File: src/sv/dps_pkg.sv
// dual pedal sensor plausibility: shared types and constants
// no dependencies
`default_nettype none
package dps_pkg;
   localparam int RESOLUTION_DEF = 1000;
   localparam int WINDOW_DEF = 8;
   localparam int MV_W = 13;
   localparam int TRV_W = 10;
   localparam int TRAVEL_MAX = 1023;
   localparam int NCFG = 8;

   localparam logic [1:0] ST_VALID = 2'd0;
   localparam logic [1:0] ST_CONV_ERR = 2'd1;
   localparam logic [1:0] ST_STALE = 2'd2;
   localparam logic [1:0] ST_RANGE = 2'd3;

   localparam logic [2:0] CFG_CH1_MIN = 3'd0;
   localparam logic [2:0] CFG_CH1_MAX = 3'd1;
   localparam logic [2:0] CFG_CH2_MIN = 3'd2;
   localparam logic [2:0] CFG_CH2_MAX = 3'd3;
   localparam logic [2:0] CFG_TOL = 3'd4;
   localparam logic [2:0] CFG_DEV = 3'd5;
   localparam logic [2:0] CFG_BRAKE = 3'd6;
   localparam logic [2:0] CFG_REEST = 3'd7;

   typedef enum logic [3:0] {
      S_IDLE, S_CH_START, S_WIN_RD, S_WIN_UPD, S_DIV, S_CHECK, S_TRV_DIV, S_CH_NEXT,
      S_COMBINE, S_OUT
   } state_type;

   // divider handshake
   typedef struct packed {
      logic start;
      logic busy;
      logic done;
   } div_ctl_type;
endpackage
`default_nettype wire

File: src/sv/dps_div.sv
// dps_div: shared restoring divider, one quotient bit per cycle
// depends on dps_pkg
`default_nettype none
module dps_div #(
   parameter int NW = 26,
   parameter int DW = 13
) (
   input  wire logic clock,
   input  wire logic reset,
   input  wire logic start,
   input  wire logic [NW-1:0] num,
   input  wire logic [DW-1:0] den,
   output dps_pkg::div_ctl_type ctl,
   output logic [NW-1:0] quo
);
   localparam int CW = $clog2(NW + 1);
   logic [NW-1:0] q_ff, q_in;
   logic [DW:0] r_ff, r_in;
   logic [DW-1:0] d_ff, d_in;
   logic [CW-1:0] cnt_ff, cnt_in;
   logic busy_ff, busy_in, done_ff, done_in;
   logic [DW:0] trial;

   always_comb begin
      q_in = q_ff;
      r_in = r_ff;
      d_in = d_ff;
      cnt_in = cnt_ff;
      busy_in = busy_ff;
      done_in = 1'b0;
      trial = {r_ff[DW-1:0], q_ff[NW-1]};
      if (start) begin
         q_in = num;
         r_in = '0;
         d_in = den;
         cnt_in = CW'(NW);
         busy_in = 1'b1;
      end else if (busy_ff) begin
         if (trial >= {1'b0, d_ff}) begin
            r_in = trial - {1'b0, d_ff};
            q_in = {q_ff[NW-2:0], 1'b1};
         end else begin
            r_in = trial;
            q_in = {q_ff[NW-2:0], 1'b0};
         end
         cnt_in = cnt_ff - 1'b1;
         if (cnt_ff == CW'(1)) begin
            busy_in = 1'b0;
            done_in = 1'b1;
         end
      end
   end

   always_ff @(posedge clock) begin
      q_ff <= q_in;
      r_ff <= r_in;
      d_ff <= d_in;
      cnt_ff <= cnt_in;
      if (reset) begin
         busy_ff <= 1'b0;
         done_ff <= 1'b0;
      end else begin
         busy_ff <= busy_in;
         done_ff <= done_in;
      end
   end

   assign quo = q_ff;
   assign ctl.start = start;
   assign ctl.busy = busy_ff;
   assign ctl.done = done_ff;
endmodule
`default_nettype wire

File: src/sv/dual_pedal_sensor_plausibility.sv
// dual pedal sensor plausibility: top level, sequencer and per-channel filters
// depends on dps_pkg and dps_div
`default_nettype none
// sequence: per channel a window read, a window update, the filter division, a check and
//  the travel division; a channel with an error or stale sample skips to the next channel and one
//  that needs no travel division skips it; all divisions share one divider in sequence
// flow: one beat at a time; req_tready low while a beat is in work or its result beat
//  waits
// reset: synchronous; registers at their documented reset, filters empty,
//  window storage undefined until written
module dual_pedal_sensor_plausibility #(
   parameter int RESOLUTION = dps_pkg::RESOLUTION_DEF,
   parameter int WINDOW = dps_pkg::WINDOW_DEF
) (
   input  wire logic clock,
   input  wire logic reset,
   // fields low to high: ch1_mv[12:0], ch1_conv_error, ch1_fresh, ch2_mv, ch2_conv_error,
   //  ch2_fresh, zero pad
   input  wire logic [31:0] req_tdata,
   input  wire logic req_tvalid,
   output logic req_tready,
   // fields low to high: pedal_value, pedal_valid, implausible, above_brake_threshold,
   //  below_reestablish, ch1_status, ch2_status, ch1_travel, ch2_travel,
   //  ch1_filtered_mv, ch2_filtered_mv
   output logic [63:0] rsp_tdata,
   output logic rsp_tvalid,
   input  wire logic rsp_tready,
   input  wire logic csr_valid,
   output logic csr_ready,
   input  wire logic [2:0] csr_index,
   input  wire logic [12:0] csr_data
);
   localparam int MW = dps_pkg::MV_W;
   localparam int TW = dps_pkg::TRV_W;
   localparam int PW = (WINDOW > 1) ? $clog2(WINDOW) : 1;
   localparam int CNW = $clog2(WINDOW + 1);
   localparam int SW = MW + $clog2(WINDOW + 1);
   localparam int RW = $clog2(RESOLUTION + 1);
   localparam int NW = ((SW > MW + RW) ? SW : MW + RW);

   // configuration registers
   logic [MW-1:0] min_ff [2];
   logic [MW-1:0] max_ff [2];
   logic [9:0] tol_ff, dev_ff, brk_ff, rst_ff;

   always_ff @(posedge clock) begin
      if (reset) begin
         min_ff[0] <= MW'(500);
         max_ff[0] <= MW'(4500);
         min_ff[1] <= MW'(500);
         max_ff[1] <= MW'(4500);
         tol_ff <= 10'd100;
         dev_ff <= 10'd100;
         brk_ff <= 10'd250;
         rst_ff <= 10'd50;
      end else if (csr_valid) begin
         unique case (csr_index)
            dps_pkg::CFG_CH1_MIN: min_ff[0] <= csr_data;
            dps_pkg::CFG_CH1_MAX: max_ff[0] <= csr_data;
            dps_pkg::CFG_CH2_MIN: min_ff[1] <= csr_data;
            dps_pkg::CFG_CH2_MAX: max_ff[1] <= csr_data;
            dps_pkg::CFG_TOL: tol_ff <= csr_data[9:0];
            dps_pkg::CFG_DEV: dev_ff <= csr_data[9:0];
            dps_pkg::CFG_BRAKE: brk_ff <= csr_data[9:0];
            dps_pkg::CFG_REEST: rst_ff <= csr_data[9:0];
            default: ;
         endcase
      end
   end
   assign csr_ready = 1'b1;

   // window memories, one per channel
   logic [MW-1:0] win0_mem [WINDOW];
   logic [MW-1:0] win1_mem [WINDOW];
   logic [MW-1:0] win_rd_ff;

   // channel state
   logic [SW-1:0] sum_ff [2];
   logic [CNW-1:0] cnt_ff [2];
   logic [PW-1:0] pos_ff [2];
   logic [MW-1:0] filt_ff [2];
   logic [TW-1:0] trv_ff [2];
   logic [TW-1:0] ped_ff;
   logic above_ff, below_ff;

   // beat registers
   logic [MW-1:0] mv_ff [2];
   logic err_ff [2];
   logic fresh_ff [2];
   logic [1:0] stat_ff [2];
   logic ch_ff;
   logic valid_ff, impl_ff;
   logic rsp_valid_ff;

   dps_pkg::state_type state_ff, state_in;

   // divider
   logic div_start;
   logic [NW-1:0] div_num;
   logic [MW-1:0] div_den;
   logic [NW-1:0] div_quo;
   dps_pkg::div_ctl_type div_ctl;

   dps_div #(.NW(NW), .DW(MW)) u_div (
      .clock(clock), .reset(reset), .start(div_start), .num(div_num), .den(div_den),
      .ctl(div_ctl), .quo(div_quo)
   );

   // current channel views
   logic [MW-1:0] lo, hi, fv;
   logic signed [14:0] lo_b, hi_b, fs;
   logic in_rng;
   assign lo = min_ff[ch_ff];
   assign hi = max_ff[ch_ff];
   assign fv = div_quo[MW-1:0];
   assign lo_b = 15'(signed'({2'b0, lo})) - 15'(signed'({5'b0, tol_ff}));
   assign hi_b = 15'(signed'({2'b0, hi})) + 15'(signed'({5'b0, tol_ff}));
   assign fs = 15'(signed'({2'b0, fv}));
   assign in_rng = !(fs < lo_b || fs > hi_b);

   // window sum and count after the new sample, fed to the divider and stored together
   logic [SW-1:0] sum_nx;
   logic [CNW-1:0] cnt_nx;
   always_comb begin
      if (cnt_ff[ch_ff] >= CNW'(WINDOW)) begin
         sum_nx = sum_ff[ch_ff] - SW'(win_rd_ff) + SW'(mv_ff[ch_ff]);
         cnt_nx = cnt_ff[ch_ff];
      end else begin
         sum_nx = sum_ff[ch_ff] + SW'(mv_ff[ch_ff]);
         cnt_nx = cnt_ff[ch_ff] + 1'b1;
      end
   end

   // clamp travel at field max
   function automatic logic [TW-1:0] sat_trv(input logic [NW-1:0] t);
      logic [TW-1:0] r;
      if (t > NW'(dps_pkg::TRAVEL_MAX)) r = TW'(dps_pkg::TRAVEL_MAX);
      else r = t[TW-1:0];
      return r;
   endfunction

   // pedal combine
   logic [TW:0] tsum;
   logic [TW-1:0] tdif, pnew;
   assign tsum = {1'b0, trv_ff[0]} + {1'b0, trv_ff[1]};
   assign tdif = (trv_ff[0] > trv_ff[1]) ? trv_ff[0] - trv_ff[1] : trv_ff[1] - trv_ff[0];
   assign pnew = tsum[TW:1];

   // next state
   always_comb begin
      state_in = state_ff;
      unique case (state_ff)
         dps_pkg::S_IDLE: if (req_tvalid && !rsp_valid_ff) state_in = dps_pkg::S_CH_START;
         dps_pkg::S_CH_START:
            if (err_ff[ch_ff] || !fresh_ff[ch_ff]) state_in = dps_pkg::S_CH_NEXT;
            else state_in = dps_pkg::S_WIN_RD;
         dps_pkg::S_WIN_RD: state_in = dps_pkg::S_WIN_UPD;
         dps_pkg::S_WIN_UPD: state_in = dps_pkg::S_DIV;
         dps_pkg::S_DIV: if (div_ctl.done) state_in = dps_pkg::S_CHECK;
         dps_pkg::S_CHECK:
            if (!in_rng || fv < lo || fv > hi || hi == lo) state_in = dps_pkg::S_CH_NEXT;
            else state_in = dps_pkg::S_TRV_DIV;
         dps_pkg::S_TRV_DIV: if (div_ctl.done) state_in = dps_pkg::S_CH_NEXT;
         dps_pkg::S_CH_NEXT:
            state_in = ch_ff ? dps_pkg::S_COMBINE : dps_pkg::S_CH_START;
         dps_pkg::S_COMBINE: state_in = dps_pkg::S_OUT;
         dps_pkg::S_OUT: state_in = dps_pkg::S_IDLE;
         default: state_in = dps_pkg::S_IDLE;
      endcase
   end

   // outputs of the sequencer
   always_comb begin
      div_start = 1'b0;
      div_num = NW'(sum_nx);
      div_den = MW'(cnt_nx);
      req_tready = (state_ff == dps_pkg::S_IDLE) && !rsp_valid_ff;
      if (state_ff == dps_pkg::S_WIN_UPD) div_start = 1'b1;
      if (state_ff == dps_pkg::S_CHECK) begin
         div_start = in_rng && !(fv < lo) && !(fv > hi) && (hi != lo);
         div_num = NW'((MW + RW)'(fv - lo) * (MW + RW)'(RESOLUTION));
         div_den = hi - lo;
      end
   end

   always_ff @(posedge clock) begin
      if (state_ff == dps_pkg::S_WIN_RD) begin
         if (ch_ff) win_rd_ff <= win1_mem[pos_ff[1]];
         else win_rd_ff <= win0_mem[pos_ff[0]];
      end
      if (state_ff == dps_pkg::S_WIN_UPD) begin
         if (ch_ff) win1_mem[pos_ff[1]] <= mv_ff[1];
         else win0_mem[pos_ff[0]] <= mv_ff[0];
      end
   end

   always_ff @(posedge clock) begin
      if (req_tvalid && req_tready) begin
         mv_ff[0] <= req_tdata[12:0];
         err_ff[0] <= req_tdata[13];
         fresh_ff[0] <= req_tdata[14];
         mv_ff[1] <= req_tdata[27:15];
         err_ff[1] <= req_tdata[28];
         fresh_ff[1] <= req_tdata[29];
      end
      if (reset) begin
         state_ff <= dps_pkg::S_IDLE;
         ch_ff <= 1'b0;
         rsp_valid_ff <= 1'b0;
         for (int i = 0; i < 2; i++) begin
            sum_ff[i] <= '0;
            cnt_ff[i] <= '0;
            pos_ff[i] <= '0;
            filt_ff[i] <= '0;
            trv_ff[i] <= '0;
            stat_ff[i] <= dps_pkg::ST_VALID;
         end
         ped_ff <= '0;
         above_ff <= 1'b0;
         below_ff <= 1'b0;
         valid_ff <= 1'b0;
         impl_ff <= 1'b0;
      end else begin
         state_ff <= state_in;
         if (rsp_valid_ff && rsp_tready) rsp_valid_ff <= 1'b0;
         unique case (state_ff)
            dps_pkg::S_IDLE: ch_ff <= 1'b0;
            dps_pkg::S_CH_START:
               if (err_ff[ch_ff]) stat_ff[ch_ff] <= dps_pkg::ST_CONV_ERR;
               else if (!fresh_ff[ch_ff]) stat_ff[ch_ff] <= dps_pkg::ST_STALE;
               else stat_ff[ch_ff] <= dps_pkg::ST_VALID;
            dps_pkg::S_WIN_UPD: begin
               sum_ff[ch_ff] <= sum_nx;
               cnt_ff[ch_ff] <= cnt_nx;
               if (pos_ff[ch_ff] == PW'(WINDOW - 1)) pos_ff[ch_ff] <= '0;
               else pos_ff[ch_ff] <= pos_ff[ch_ff] + 1'b1;
            end
            dps_pkg::S_CHECK: begin
               filt_ff[ch_ff] <= fv;
               if (!in_rng) stat_ff[ch_ff] <= dps_pkg::ST_RANGE;
               else if (fv < lo) trv_ff[ch_ff] <= '0;
               else if (fv > hi) trv_ff[ch_ff] <= sat_trv(NW'(RESOLUTION));
               else if (hi == lo) trv_ff[ch_ff] <= '0;
            end
            dps_pkg::S_TRV_DIV: if (div_ctl.done) trv_ff[ch_ff] <= sat_trv(div_quo);
            dps_pkg::S_CH_NEXT: ch_ff <= 1'b1;
            dps_pkg::S_COMBINE: begin
               valid_ff <= 1'b0;
               impl_ff <= 1'b0;
               if (stat_ff[0] == dps_pkg::ST_VALID && stat_ff[1] == dps_pkg::ST_VALID) begin
                  if (tdif > dev_ff) impl_ff <= 1'b1;
                  else begin
                     valid_ff <= 1'b1;
                     ped_ff <= pnew;
                     above_ff <= pnew > brk_ff;
                     below_ff <= pnew < rst_ff;
                  end
               end
            end
            dps_pkg::S_OUT: rsp_valid_ff <= 1'b1;
            default: ;
         endcase
      end
   end

   assign rsp_tvalid = rsp_valid_ff;
   assign rsp_tdata = {filt_ff[1], filt_ff[0], trv_ff[1], trv_ff[0],
                       stat_ff[1], stat_ff[0], below_ff, above_ff, impl_ff, valid_ff,
                       ped_ff};
endmodule
`default_nettype wire
File: config.mk
export PLATFORM = sky130hd
export DESIGN_NAME = dual_pedal_sensor_plausibility
export DESIGN_NICKNAME = d
export VERILOG_FILES = /design/src/sv/dps_pkg.sv /design/src/sv/dps_div.sv /design/src/sv/dual_pedal_sensor_plausibility.sv
export SDC_FILE = /design/constraint.sdc
export NUM_CORES = 1
export LEC_CHECK = 0
export BUFFER_PORTS_ARGS = -buffer_cell sky130_fd_sc_hd__buf_2
export CAP_MARGIN = 25
export CORE_UTILIZATION = 38
export DETAILED_ROUTE_END_ITERATION = 16
export GPL_ROUTABILITY_DRIVEN = 0
export PLACE_DENSITY_LB_ADDON = 0.3
export RECOVER_POWER = 25
export SYNTH_ARGS = -nofsm -noshare
export SYNTH_HDL_FRONTEND = slang
export SYNTH_SLANG_ARGS = --single-unit
File: constraint.sdc
create_clock -name clock -period 22.6 [get_ports clock]
set_input_delay 4.52 -clock clock [delete_from_list [all_inputs] [get_ports clock]]
set_output_delay 4.52 -clock clock [all_outputs]
set_load 0.005 [all_outputs]
## Word-level counts from Yosys, hierarchy flattened

Memories as Yosys holds them, arrays and structs flattened. A register that Yosys moved wholly into a read port is not among the register bits.
Index checks and enable logic that the tools add are counted.

| operators by class | value |
|---|---|
| muxes and demuxes | 158 |
| bitwise operators | 13 |
| multiply operators | 1 |
| $lt $le $gt $ge | 11 |
| add/sub/neg operators | 14 |
| eq/ne operators | 23 |
| reduce and logical (&&, ||, !) cells | 38 |

Operator list:

| operator | number |
|---|---|
| 1-bit two-way mux | 121 |
| 13-bit two-way mux | 7 |
| 10-bit two-way mux | 9 |
| 23-bit two-way mux | 3 |
| 4-bit one-hot mux with 9 select lines | 1 |
| 17-bit by 13-bit adder with 17-bit output | 2 |
| 17-bit two-way mux | 2 |
| 10-bit greater-than comparator | 3 |
| 4-bit two-way mux | 7 |
| 13-bit subtractor | 2 |
| 23-bit by 10-bit greater-than comparator with 1-bit output, second input constant | 1 |
| 23-bit by 7-bit multiplier with 20-bit output, second input constant | 1 |
| 10-bit subtractor | 2 |
| 17-bit OR reduction | 1 |
| 17-bit by 13-bit subtractor with 17-bit output | 1 |
| 4-bit by 3-bit == test with 1-bit output, second input constant | 4 |
| 3-bit == test, second input constant | 5 |
| 13-bit by 10-bit adder with 14-bit output | 1 |
| 14-bit by 13-bit >= comparator with 1-bit output | 1 |
| 13-bit by 14-bit greater-than comparator with 1-bit output | 1 |
| 14-bit < comparator | 1 |
| 13-bit by 10-bit subtractor with 14-bit output | 1 |
| 13-bit by 13-bit subtractor with 14-bit output | 1 |
| 13-bit == test | 1 |
| other kinds (36) | 79 |

| storage, ports and cells | value |
|---|---|
| memories kept | 13 |
| memory bits (writable) | 388 |
| register bits after elaboration | 129 |
| output and inout bits | 67 |
| logic and storage cells | 291 |

Memory list:

| name | words | bits a word | read ports | clocked after Yosys merged registers in | wr ports | RTL line | RTL |
|---|---|---|---|---|---|---|---|
| win0_mem | 8 | 13 | 1 | 0 | 1 | dual_pedal_sensor_plausibility.sv:73 | `logic [MW-1:0] win0_mem [WINDOW];` |
| win1_mem | 8 | 13 | 1 | 0 | 1 | dual_pedal_sensor_plausibility.sv:74 | `logic [MW-1:0] win1_mem [WINDOW];` |
| sum_ff | 2 | 17 | 1 | 1 | 2 | dual_pedal_sensor_plausibility.sv:78 | `logic [SW-1:0] sum_ff [2];` |
| filt_ff | 2 | 13 | 2 | 0 | 2 | dual_pedal_sensor_plausibility.sv:81 | `logic [MW-1:0] filt_ff [2];` |
| max_ff | 2 | 13 | 1 | 1 | 2 | dual_pedal_sensor_plausibility.sv:43 | `logic [MW-1:0] max_ff [2];` |
| min_ff | 2 | 13 | 1 | 1 | 2 | dual_pedal_sensor_plausibility.sv:42 | `logic [MW-1:0] min_ff [2];` |
| 7 more memories | -- | -- | -- | -- | -- | -- |  |

## Depth between registers and ports, before layout

Gate-level depths: netlist (run 1).

| logic depth | value |
|---|---|
| word-level depth | 12 |
| depth in mapped cells | 31 |

## By module

A second synthesis (run 1) with hierarchy kept.

| unflattened totals | value |
|---|---|
| cell total of the unflattened synthesis | 2713 |
| area total of the unflattened synthesis | 30546.8 sq um |

Modules (own cells, without submodules):

| module | sequential area each (sq um) | cells each | area an instance (sq um) | instances |
|---|---|---|---|---|
| dual_pedal_sensor_plausibility | 13262.7 | 2453 | 27614.0 | 1 |
| dps_div | 1481.4 | 260 | 2932.8 | 1 |

## Least setup slack after synthesis (run 1)

No wires, ideal clock.

| timing path | value |
|---|---|
| kind | reg-to-reg |
| from | reg (tool-made name) |
| to | reg u_div.q_ff[22], in the netlist u_div.quo[22], data pin |
| library setup time | 261 ps |
| stages on the path, launching flop included | 31 |
| data arrival time | 7196 ps |
| data required time | 22339 ps |
| slack | 15143 ps |
| path buffers | 5 |
| clock period less this slack | 7457 ps |
| cell sequence | dfxtp_1 -> buf_4 -> buf_6 -> clkbuf_1 -> buf_1 -> buf_2 -> mux2i_1 -> ha_1 -> nor2b_1 -> o2111ai_1 -> nand2_1 -> o31a_1 -> a21o_1 -> a21oi_2 -> xor2_2 -> inv_1 -> ha_1 -> inv_1 -> fa_1 -> fa_1 -> fa_1 -> inv_1 -> ha_1 -> and3_1 -> a21oi_1 -> o21ai_0 -> nor4_1 -> o41a_1 -> o21ai_0 -> xor2_1 -> a21oi_1 |

RTL lines:

| element | RTL line | RTL |
|---|---|---|
| end signal, assigned | dps_div.sv:55 | `q_ff <= q_in;` |
| end, declared | dps_div.sv:17 | `logic [NW-1:0] q_ff, q_in;` |

==> out/results.txt, run 1 <==
register-to-register setup slack: 15.10 ns
# nets final: 3,189
H-tree depth: 2
async set-reset flop share out of synthesis: 0%
synth unique cells: 96
DR iter-0 viols: 1,493
num rows: 103
hold-critical path endpoint: dev_ff[8]
gr usage total: 19.1%
layout cells sized above 1: 12.3%
worst-margin pin slew: 1.05 ns
1st-pass router iterations: 5
Setup Crit Path Kind: reg2reg
Clock Skew: 0.0738 ns
largest net degree at the start of global routing: 50
post-route minimum period: 7.50 ns
hold slack: 0.457 ns
post_cts resized: 0
commonest non-fill, non-tap cell in the layout: edfxtp_1
min-delay worst type: reg2reg
max_cap viols: 0
initial antenna violation count: 0
# setup viols final: 0
Setup Fix Bufs, Post-CTS: 0
Antenna diodes: 0
DRT antenna net count: 0
CTS Buffer Depth: 3
cts bufs inserted: 56
CTS Hold Bufs: 0
Die W: 284 microns
I/O pins: 120
Worst Min Path Start: dev_ff[8]
Clock Latency Late Sink: 0.65 ns
Post-Syn Area per Cell: 11.2 sq um
top cell type's share of synthesized area: 43.3%
DR vias: 21,037
status: complete, no violations
Req. time, crit path: 22.90 ns
clock transition at the registers of the reported paths: 0.07 ns
capturing point of the worst reg2reg path: u_div.quo[22]
most frequent cells in the layout: edfxtp_1, inv_1, ha_1, nor2_1, nand2_1
die height: 284 microns
worst r2r path cells: 22
Remaining Overflow, GRT: 0
leakage: 13.5 nW
Post-synth EDFFs: 437
Max FO, Critical Path: 29
area leader, netlist: edfxtp_1
syn_nets: 3,060
Reg area: 14,700 sq um
number of global-route vias before repair: 21,043
multi-input logic area: 14,200 sq um
Initial Util: 38.4%
Max Slew Vio Count: 0
Max VDD drop: 256 uV
Final Hold Violating Endpoints: 0
Placement Cell Area: 32,300 sq um
Fmax: 133 MHz
Mapped Cells: 2,715
post-synthesis sequential area ratio: 48.6%
global-route wire length before repair: 120,000 microns
Die ar.: 80,900 sq um
critical path launch point type: register
final period utilization: 33.2%
Most used DFF post-synth: edfxtp_1
dpl hpwl: 56,700 microns
port buffer count: 116
Post-Route Setup TNS: 0 ns
Post-Syn Area: 30,300 sq um
#FFs+latches synth: 518
core area: 79,000 sq um
RSZ-0062 raised after global routing: no
Worst EP arrival: 7.80 ns
Via density: 5.34
CTS root buffer: clkbuf_16
fin area: 34,400 sq um
Layout area overhead: 13.4%
Crit. End Element: register
total routed wirelength: 78,200 microns
power per cell area: 154 nW/um^2
leading post-synthesis cells by cell area: edfxtp_1, ha_1, dfxtp_1
TritonCTS Sinks: 518
Avg WL per Cell: 19.8 microns
fillcell total: 7,309
CTS tree: built
residual DRC count: 0
Ys Warns: 0
Slew headroom: 29.8%
hold path depth: 2
[registers in the layout (all words and copies together), names as in the netlist, 13 cells and up, named ones only]
signal	count
win_rd_ff	13
min_ff	26
sum_ff	34
u_div.quo	23
u_div.r_ff	13
mv_ff	26
win1_mem	104
max_ff	26
win0_mem	104
trv_ff	20
filt_ff	26
u_div.d_ff	13
[synth_stat cells, types with 10 or more instances]
cell type,instances
nor2b_1,43
buf_1,14
mux4_2,18
dfxtp_1,81
a21oi_1,167
a21o_1,34
o21ai_0,87
nand2b_1,30
nand3_1,34
nand2_1,188
o31ai_1,10
or3_1,15
clkbuf_1,65
o21bai_1,15
a22oi_1,19
nor2_1,219
a31oi_1,14
xor2_1,36
edfxtp_1,437
nor3_1,73
nand4_1,21
xnor2_1,86
a221oi_1,10
inv_1,250
o21a_1,23
mux2i_1,106
and2_1,48
and3_1,14
fa_1,63
mux2_2,39
a211oi_1,32
ha_1,229
o211ai_1,29
nor4_1,12
[cell type report]
cell class	count	share of cell area (%)
Clock buffer	73	4.48
Clock inverter	33	1.58
Inverter	255	2.80
Multi-Input combinational cell	1847	41.5
Sequential cell	518	42.9
Tap cell	1050	3.82
Timing Repair Buffer	166	2.91
[logic make-up (layout without fill, tap and decap cells)]
| family | after synthesis | count (layout) | synth area share (%) |
|---|---|---|---|
| AO/OA/AOI/OAI | 525 | 525 | 11.4 |
| adder cells (fa/ha/maj) | 294 | 294 | 13.7 |
| buffers and inverters | 350 | 527 | 4.53 |
| flip-flops | 518 | 518 | 48.7 |
| XOR/XNOR | 123 | 123 | 3.58 |
| multiplexers | 165 | 165 | 6.41 |
| AND/OR/NAND/NOR | 739 | 739 | 11.8 |
| other | 1 | 1 | 0.0124 |
[where the power goes]
group,internal (W),switching [W],leakage [nW]
registers,0.00112,0.0000611,4.79
logic,0.00136,0.00174,7.75
clock network,0.000612,0.000402,0.979
total,0.00309,0.00220,13.5
[worst max-delay path, stage by stage (launching register included)]
cell       delay (ns)
dfxtp_4          0.71
mux2i_1          0.56
ha_1             0.33
nor2b_1          0.14
o2111ai_1        0.19
nand2_1          0.15
o31a_1           0.31
a41oi_1          0.43
nand2_1          0.11
a21oi_1          0.21
xnor2_1          0.26
inv_1            0.23
fa_1             0.61
fa_1             0.46
fa_1             0.50
fa_1             0.52
inv_1            0.04
ha_1             0.34
nand2_1          0.07
o41a_1           0.35
o21ai_0          0.22
xor2_1           0.26
a21oi_1          0.12
[through the flow]
stage	cells	setup WS (ns)	total power [W]	utilization, %
after floorplan	2715	15.14	0.00362	-
after global placement	3828	15.34	0.00420	40.7
after detailed placement	3832	15.19	0.00424	40.8
after CTS	3938	15.08	0.00530	43.5
after global routing	3942	14.68	0.00577	43.5
final	3942	15.10	0.00529	43.5
[worst max-delay path by stage]
| stage | start | endpoint | slack [ns] |
|---|---|---|---|
| floorplan | register | u_div.quo[22] | 15.14 |
| global placement | register | u_div.quo[22] | 15.34 |
| detailed placement | register | u_div.quo[22] | 15.19 |
| CTS | register | u_div.quo[22] | 15.08 |
| global route | register | u_div.quo[22] | 14.68 |
| finish | register | u_div.quo[22] | 15.10 |
[per-layer routing]
layer	up-vias	part of all wire, %	track usage [%]
met1	10223	44	25.5
met4	0	3.1	6.51
met5	-	0	0
met3	134	6.1	2.73
li1	10039	-	-
met2	641	47	31.6
(Power assumes the default switching activity.)
==> run 2, diff against run 1 <==
clock period = 7.59 ns   (was 22.6 ns; I/O delays follow)
==> out/results.txt, run 2 (synthesis results as in run 1) <==
Final Hold Violating Endpoints: 0 (unchanged)
Req. time, crit path: 7.92 ns (was 22.90 ns)
Worst EP arrival: 7.36 ns (was 7.80 ns)
Remaining Overflow, GRT: 0 (unchanged)
Die W: 284 microns (unchanged)
Avg WL per Cell: 19.6 microns (was 19.8 microns)
DR vias: 21,161 (was 21,037)
largest net degree at the start of global routing: 50 (unchanged)
Antenna diodes: 0 (unchanged)
Die ar.: 80,900 sq um (unchanged)
gr usage total: 19.1% (about the same)
leakage: 13.6 nW (was 13.5 nW)
initial antenna violation count: 0 (unchanged)
Setup Fix Bufs, Post-CTS: 0 (unchanged)
1st-pass router iterations: 5 (unchanged)
Clock Latency Late Sink: 0.64 ns (was 0.65 ns)
I/O pins: 120 (unchanged)
layout cells sized above 1: 12.6% (was 12.3%)
Worst Min Path Start: rst_ff[6] (was dev_ff[8])
cts bufs inserted: 57 (was 56)
Post-Route Setup TNS: 0 ns (unchanged)
Via density: 5.35 (was 5.34)
residual DRC count: 0 (unchanged)
Max Slew Vio Count: 55 (was 0)
dpl hpwl: 56,700 microns (about the same)
CTS Buffer Depth: 3 (unchanged)
routed wl met3: 4130 microns (was 4730 microns)
TritonCTS Sinks: 518 (unchanged)
fillcell total: 7,279 (was 7,309)
met1 WL: 34,400 microns (was 34,100 microns)
H-tree depth: 2 (unchanged)
Slew headroom: -52.7% (was 29.8%)
core area: 79,000 sq um (unchanged)
max_cap viols: 2 (was 0)
post-route minimum period: 7.04 ns (was 7.50 ns)
Setup Crit Path Kind: reg2reg (unchanged)
final period utilization: 92.7% (was 33.2%)
Initial Util: 38.4% (unchanged)
global-route wire length before repair: 121,000 microns (was 120,000 microns)
highest routed metal layer: met4 (unchanged)
Max FO, Critical Path: 18 (was 29)
RSZ-0062 raised after global routing: no (unchanged)
Max VDD drop: 940 uV (was 256 uV)
# setup viols final: 0 (unchanged)
DR iter-0 viols: 1,603 (was 1,493)
worst r2r path cells: 25 (was 22)
failing checks: max-capacitance violations, max-slew violations
num rows: 103 (unchanged)
critical path launch point type: register (unchanged)
worst-margin pin slew: 2.29 ns (was 1.05 ns)
min-delay worst type: reg2reg (unchanged)
status: finished with violations (was complete, no violations)
most frequent cells in the layout: edfxtp_1, inv_1, ha_1, nor2_1, nand2_1 (unchanged)
CTS tree: built (unchanged)
commonest non-fill, non-tap cell in the layout: edfxtp_1 (unchanged)
Fmax: 142 MHz (was 133 MHz)
CTS Hold Bufs: 0 (unchanged)
hold path depth: 2 (unchanged)
CTS root buffer: clkbuf_16 (unchanged)
WL met2: 37,000 microns (was 36,900 microns)
final core occ: 43.6% (was 43.5%)
hold-critical path endpoint: rst_ff[6] (was dev_ff[8])
capturing point of the worst reg2reg path: u_div.quo[22] (unchanged)
clock transition at the registers of the reported paths: 0.06 ns (was 0.07 ns)
# nets final: 3,201 (was 3,189)
register-to-register setup slack: 0.55 ns (was 15.10 ns)
total routed wirelength: 77,600 microns (was 78,200 microns)
port buffer count: 116 (unchanged)
Crit. End Element: register (unchanged)
power per cell area: 452 nW/um^2 (was 154 nW/um^2)
Clock Skew: 0.0499 ns (was 0.0738 ns)
number of global-route vias before repair: 21,211 (was 21,043)
post_cts resized: 0 (unchanged)
DRT antenna net count: 0 (unchanged)
Layout area overhead: 13.6% (was 13.4%)
die height: 284 microns (unchanged)
run 2: critical path, cell delays in order (launching register included):
cell	delay [ns]
dfxtp_4	0.55
mux2i_1	0.48
ha_1	0.37
a21o_1	0.18
a21oi_1	0.13
nand2_1	0.13
o31a_1	0.32
a21o_1	0.20
a21oi_2	0.21
xor2_2	0.32
inv_1	0.14
ha_1	0.29
inv_1	0.06
fa_1	0.57
fa_1	0.45
fa_1	0.52
inv_1	0.04
ha_1	0.37
and3_1	0.18
a21oi_1	0.04
o21ai_0	0.12
nor4_1	0.10
o41a_1	0.47
o21ai_0	0.22
xor2_1	0.17
a21oi_1	0.08
run 2: worst max path at each step:
stage              from       endpoint  slack [ns]  cells past startpoint
2_1_floorplan  register  u_div.quo[22]        0.13                     30
4_1_cts        register  u_div.quo[22]        0.57                     25
5_1_grt        register  u_div.quo[22]        0.21                     25
3_5_place_dp   register  u_div.quo[22]        0.64                     25
6_report       register  u_div.quo[22]        0.55                     25
3_3_place_gp   register  u_div.quo[22]        0.60                     25
run 2: per-layer routing:
| metal | vias to the layer above | global-route usage [%] |
|---|---|---|
| li1 | 10084 | - |
| met1 | 10318 | 25.8 |
| met2 | 623 | 32.0 |
| met3 | 136 | 2.21 |
| met4 | 0 | 5.67 |
| met5 | - | 0 |
run 2: layout make-up:
cell class / instances / area [sq um] / area share (%)
clock inverters: 40 / 593 / 1.72
inverters: 255 / 962 / 2.79
flip-flops and latches: 518 / 14700 / 42.8
clock buffers: 67 / 1470 / 4.28
well taps: 1050 / 1310 / 3.82
multi-input cells: 1847 / 14300 / 41.4
repair buffers: 177 / 1080 / 3.13
run 2: power breakdown:
group	internal, W	switching, W
registers	0.00333	0.000167
logic	0.00404	0.00499
clock network	0.00184	0.00118
run 2: per-stage QoR:
step                      total power (W)  area, sq um  setup WS (ns)  std cells  hold slack [ns]
final                              0.0155        34400          0.554       3954            0.455
after global routing               0.0170        34400          0.210       3954            0.474
after CTS                          0.0157        34400          0.568       3954            0.458
after detailed placement           0.0125        32400          0.644       3847            0.449
after global placement             0.0125        32300          0.605       3843            0.442
after floorplan                    0.0108        30300          0.133       2715            0.436
==> run 3, diff against run 2 <==
==> constraint.sdc (replaced) <==
create_clock -name clock -period 7 [get_ports clock]
set_input_delay 1.05 -clock clock [delete_from_list [all_inputs] [get_ports clock]]
set_output_delay 1.05 -clock clock [all_outputs]
set_load 0.005 [all_outputs]
==> out/results.txt, run 3 (synthesis results as in run 1) <==
status: complete, no violations (was finished with violations)
Remaining Overflow, GRT: 0 (unchanged)
global-route wire length before repair: 122,000 microns (was 121,000 microns)
commonest non-fill, non-tap cell in the layout: edfxtp_1 (unchanged)
Via density: 5.35 (about the same)
Crit. End Element: register (unchanged)
largest net degree at the start of global routing: 50 (unchanged)
max_cap viols: 0 (was 2)
TritonCTS Sinks: 518 (unchanged)
worst-margin pin slew: 0.998 ns (was 2.29 ns)
Post-Route Setup TNS: 0 ns (unchanged)
# setup viols final: 0 (unchanged)
placed insts: 3,855 (was 3,847)
Fmax: 151 MHz (was 142 MHz)
Die W: 284 microns (unchanged)
Clock Latency Late Sink: 0.65 ns (was 0.64 ns)
initial antenna violation count: 1 (was 0)
Initial Util: 38.4% (unchanged)
Placement Cell Area: 32,400 sq um (about the same)
Setup Crit Path Kind: reg2reg (unchanged)
gr usage total: 19.4% (was 19.1%)
cts bufs inserted: 57 (unchanged)
Die ar.: 80,900 sq um (unchanged)
Max Slew Vio Count: 0 (was 55)
fin area: 34,400 sq um (about the same)
Max VDD drop: 884 uV (was 940 uV)
dpl hpwl: 57,300 microns (was 56,700 microns)
Worst EP arrival: 6.95 ns (was 7.36 ns)
Layout area overhead: 13.5% (was 13.6%)
core area: 79,000 sq um (unchanged)
post-route minimum period: 6.61 ns (was 7.04 ns)
CTS tree: built (unchanged)
hold slack: 0.456 ns (was 0.455 ns)
I/O pins: 120 (unchanged)
CTS root buffer: clkbuf_16 (unchanged)
layout cells sized above 1: 13.1% (was 12.6%)
Clock Skew: 0.0598 ns (was 0.0499 ns)
DRT antenna net count: 0 (unchanged)
power per cell area: 487 nW/um^2 (was 452 nW/um^2)
number of global-route vias before repair: 21,559 (was 21,211)
DR vias: 21,221 (was 21,161)
H-tree depth: 2 (unchanged)
clock transition at the registers of the reported paths: 0.06 ns (about the same)
Avg WL per Cell: 19.8 microns (was 19.6 microns)
Max FO, Critical Path: 9 (was 18)
most frequent cells in the layout: edfxtp_1, inv_1, ha_1, nor2_1, nand2_1 (unchanged)
DR iter-0 viols: 1,438 (was 1,603)
leakage: 13.6 nW (about the same)
final period utilization: 94.4% (was 92.7%)
Slew headroom: 33.1% (was -52.7%)
Final Hold Violating Endpoints: 0 (unchanged)
Antenna diodes: 0 (unchanged)
Req. time, crit path: 7.34 ns (was 7.92 ns)
1st-pass router iterations: 6 (was 5)
# nets final: 3,212 (was 3,201)
critical path launch point type: register (unchanged)
Tot Pwr: 0.0167 W (was 0.0155 W)
min-delay worst type: reg2reg (unchanged)
num rows: 103 (unchanged)
Final Non-Filler Cells: 3,966 (was 3,954)
port buffer count: 116 (unchanged)
CTS Buffer Depth: 3 (unchanged)
die height: 284 microns (unchanged)
total routed wirelength: 78,500 microns (was 77,600 microns)
residual DRC count: 0 (unchanged)
==> run 3: changes by cell type in the layout (fill, tap and decap cells not counted), sizes merged <==
cell,delta
clkbuf,+11
buf,+10
bufinv,-8
clkinv,+4
clkinvlp,-3
inv,-2
==> run 3: timing repair <==
action                                  in CTS  in global routing
hold endpoints to repair                     0                  0
resized for setup                            0                  8
buffers inserted                             0                  3
hold buffers                                 0                  0
endpoints found under the setup margin       0                  5
==> run 3: worst paths after layout <==
| kind | from | endpoint | slack, ns | depth (start not counted) |
|---|---|---|---|---|
| worst max register to register | register | u_div.quo[22] | 0.39 | 25 |
| worst min-delay path | dev_ff[4] | dev_ff[4] | 0.46 | 2 |
| worst min register to register | dev_ff[4] | dev_ff[4] | 0.46 | 2 |
| worst max-delay path | register | u_div.quo[22] | 0.39 | 25 |
==> run 3: worst max-delay path, stage by stage, from the launching register on <==
cell	delay, ns
dfxtp_4	0.44
mux2i_2	0.27
ha_1	0.32
a21o_1	0.18
a21oi_1	0.13
nand2_1	0.13
o31a_1	0.33
a21o_1	0.23
a21oi_4	0.23
xor2_4	0.27
inv_1	0.13
ha_1	0.30
inv_1	0.06
fa_1	0.56
fa_1	0.45
fa_1	0.52
inv_1	0.04
ha_1	0.36
and3_1	0.17
a21oi_1	0.04
o21ai_1	0.14
nor4_1	0.09
o41a_1	0.48
o21ai_1	0.19
xor2_1	0.16
a21oi_1	0.08
==> run 3: layout make-up <==
class	instances	area, sq um
clock buffer	77	1570
clock inverter	31	344
fill	7280	44600
inverter	255	962
multi-input combinational	1847	14300
sequential	518	14700
tap	1050	1310
timing repair buffer	188	1140
==> run 3: metal layers <==
layer	track usage, %	wire, microns	up-vias	part of all wire (%)
li1	-	-	10092	-
met1	25.9	34600	10428	44
met2	32.7	37700	573	48
met3	2.53	4160	128	5.3
met4	5.58	1940	0	2.5
met5	0	0	-	0
==> run 3: stage by stage <==
stage / utilization (%) / setup slack, ns
4_1_cts: 43.5 / 0.0686
2_1_floorplan: - / 0.0623
6_report: 43.6 / 0.392
3_5_place_dp: 41.1 / 0.133
5_1_grt: 43.6 / -0.0309
3_3_place_gp: 41.0 / 0.196
==> run 3: where the power goes <==
part           internal, W  switching (W)
Combinational      0.00442        0.00550
Sequential         0.00361       0.000175
Clock              0.00177        0.00127
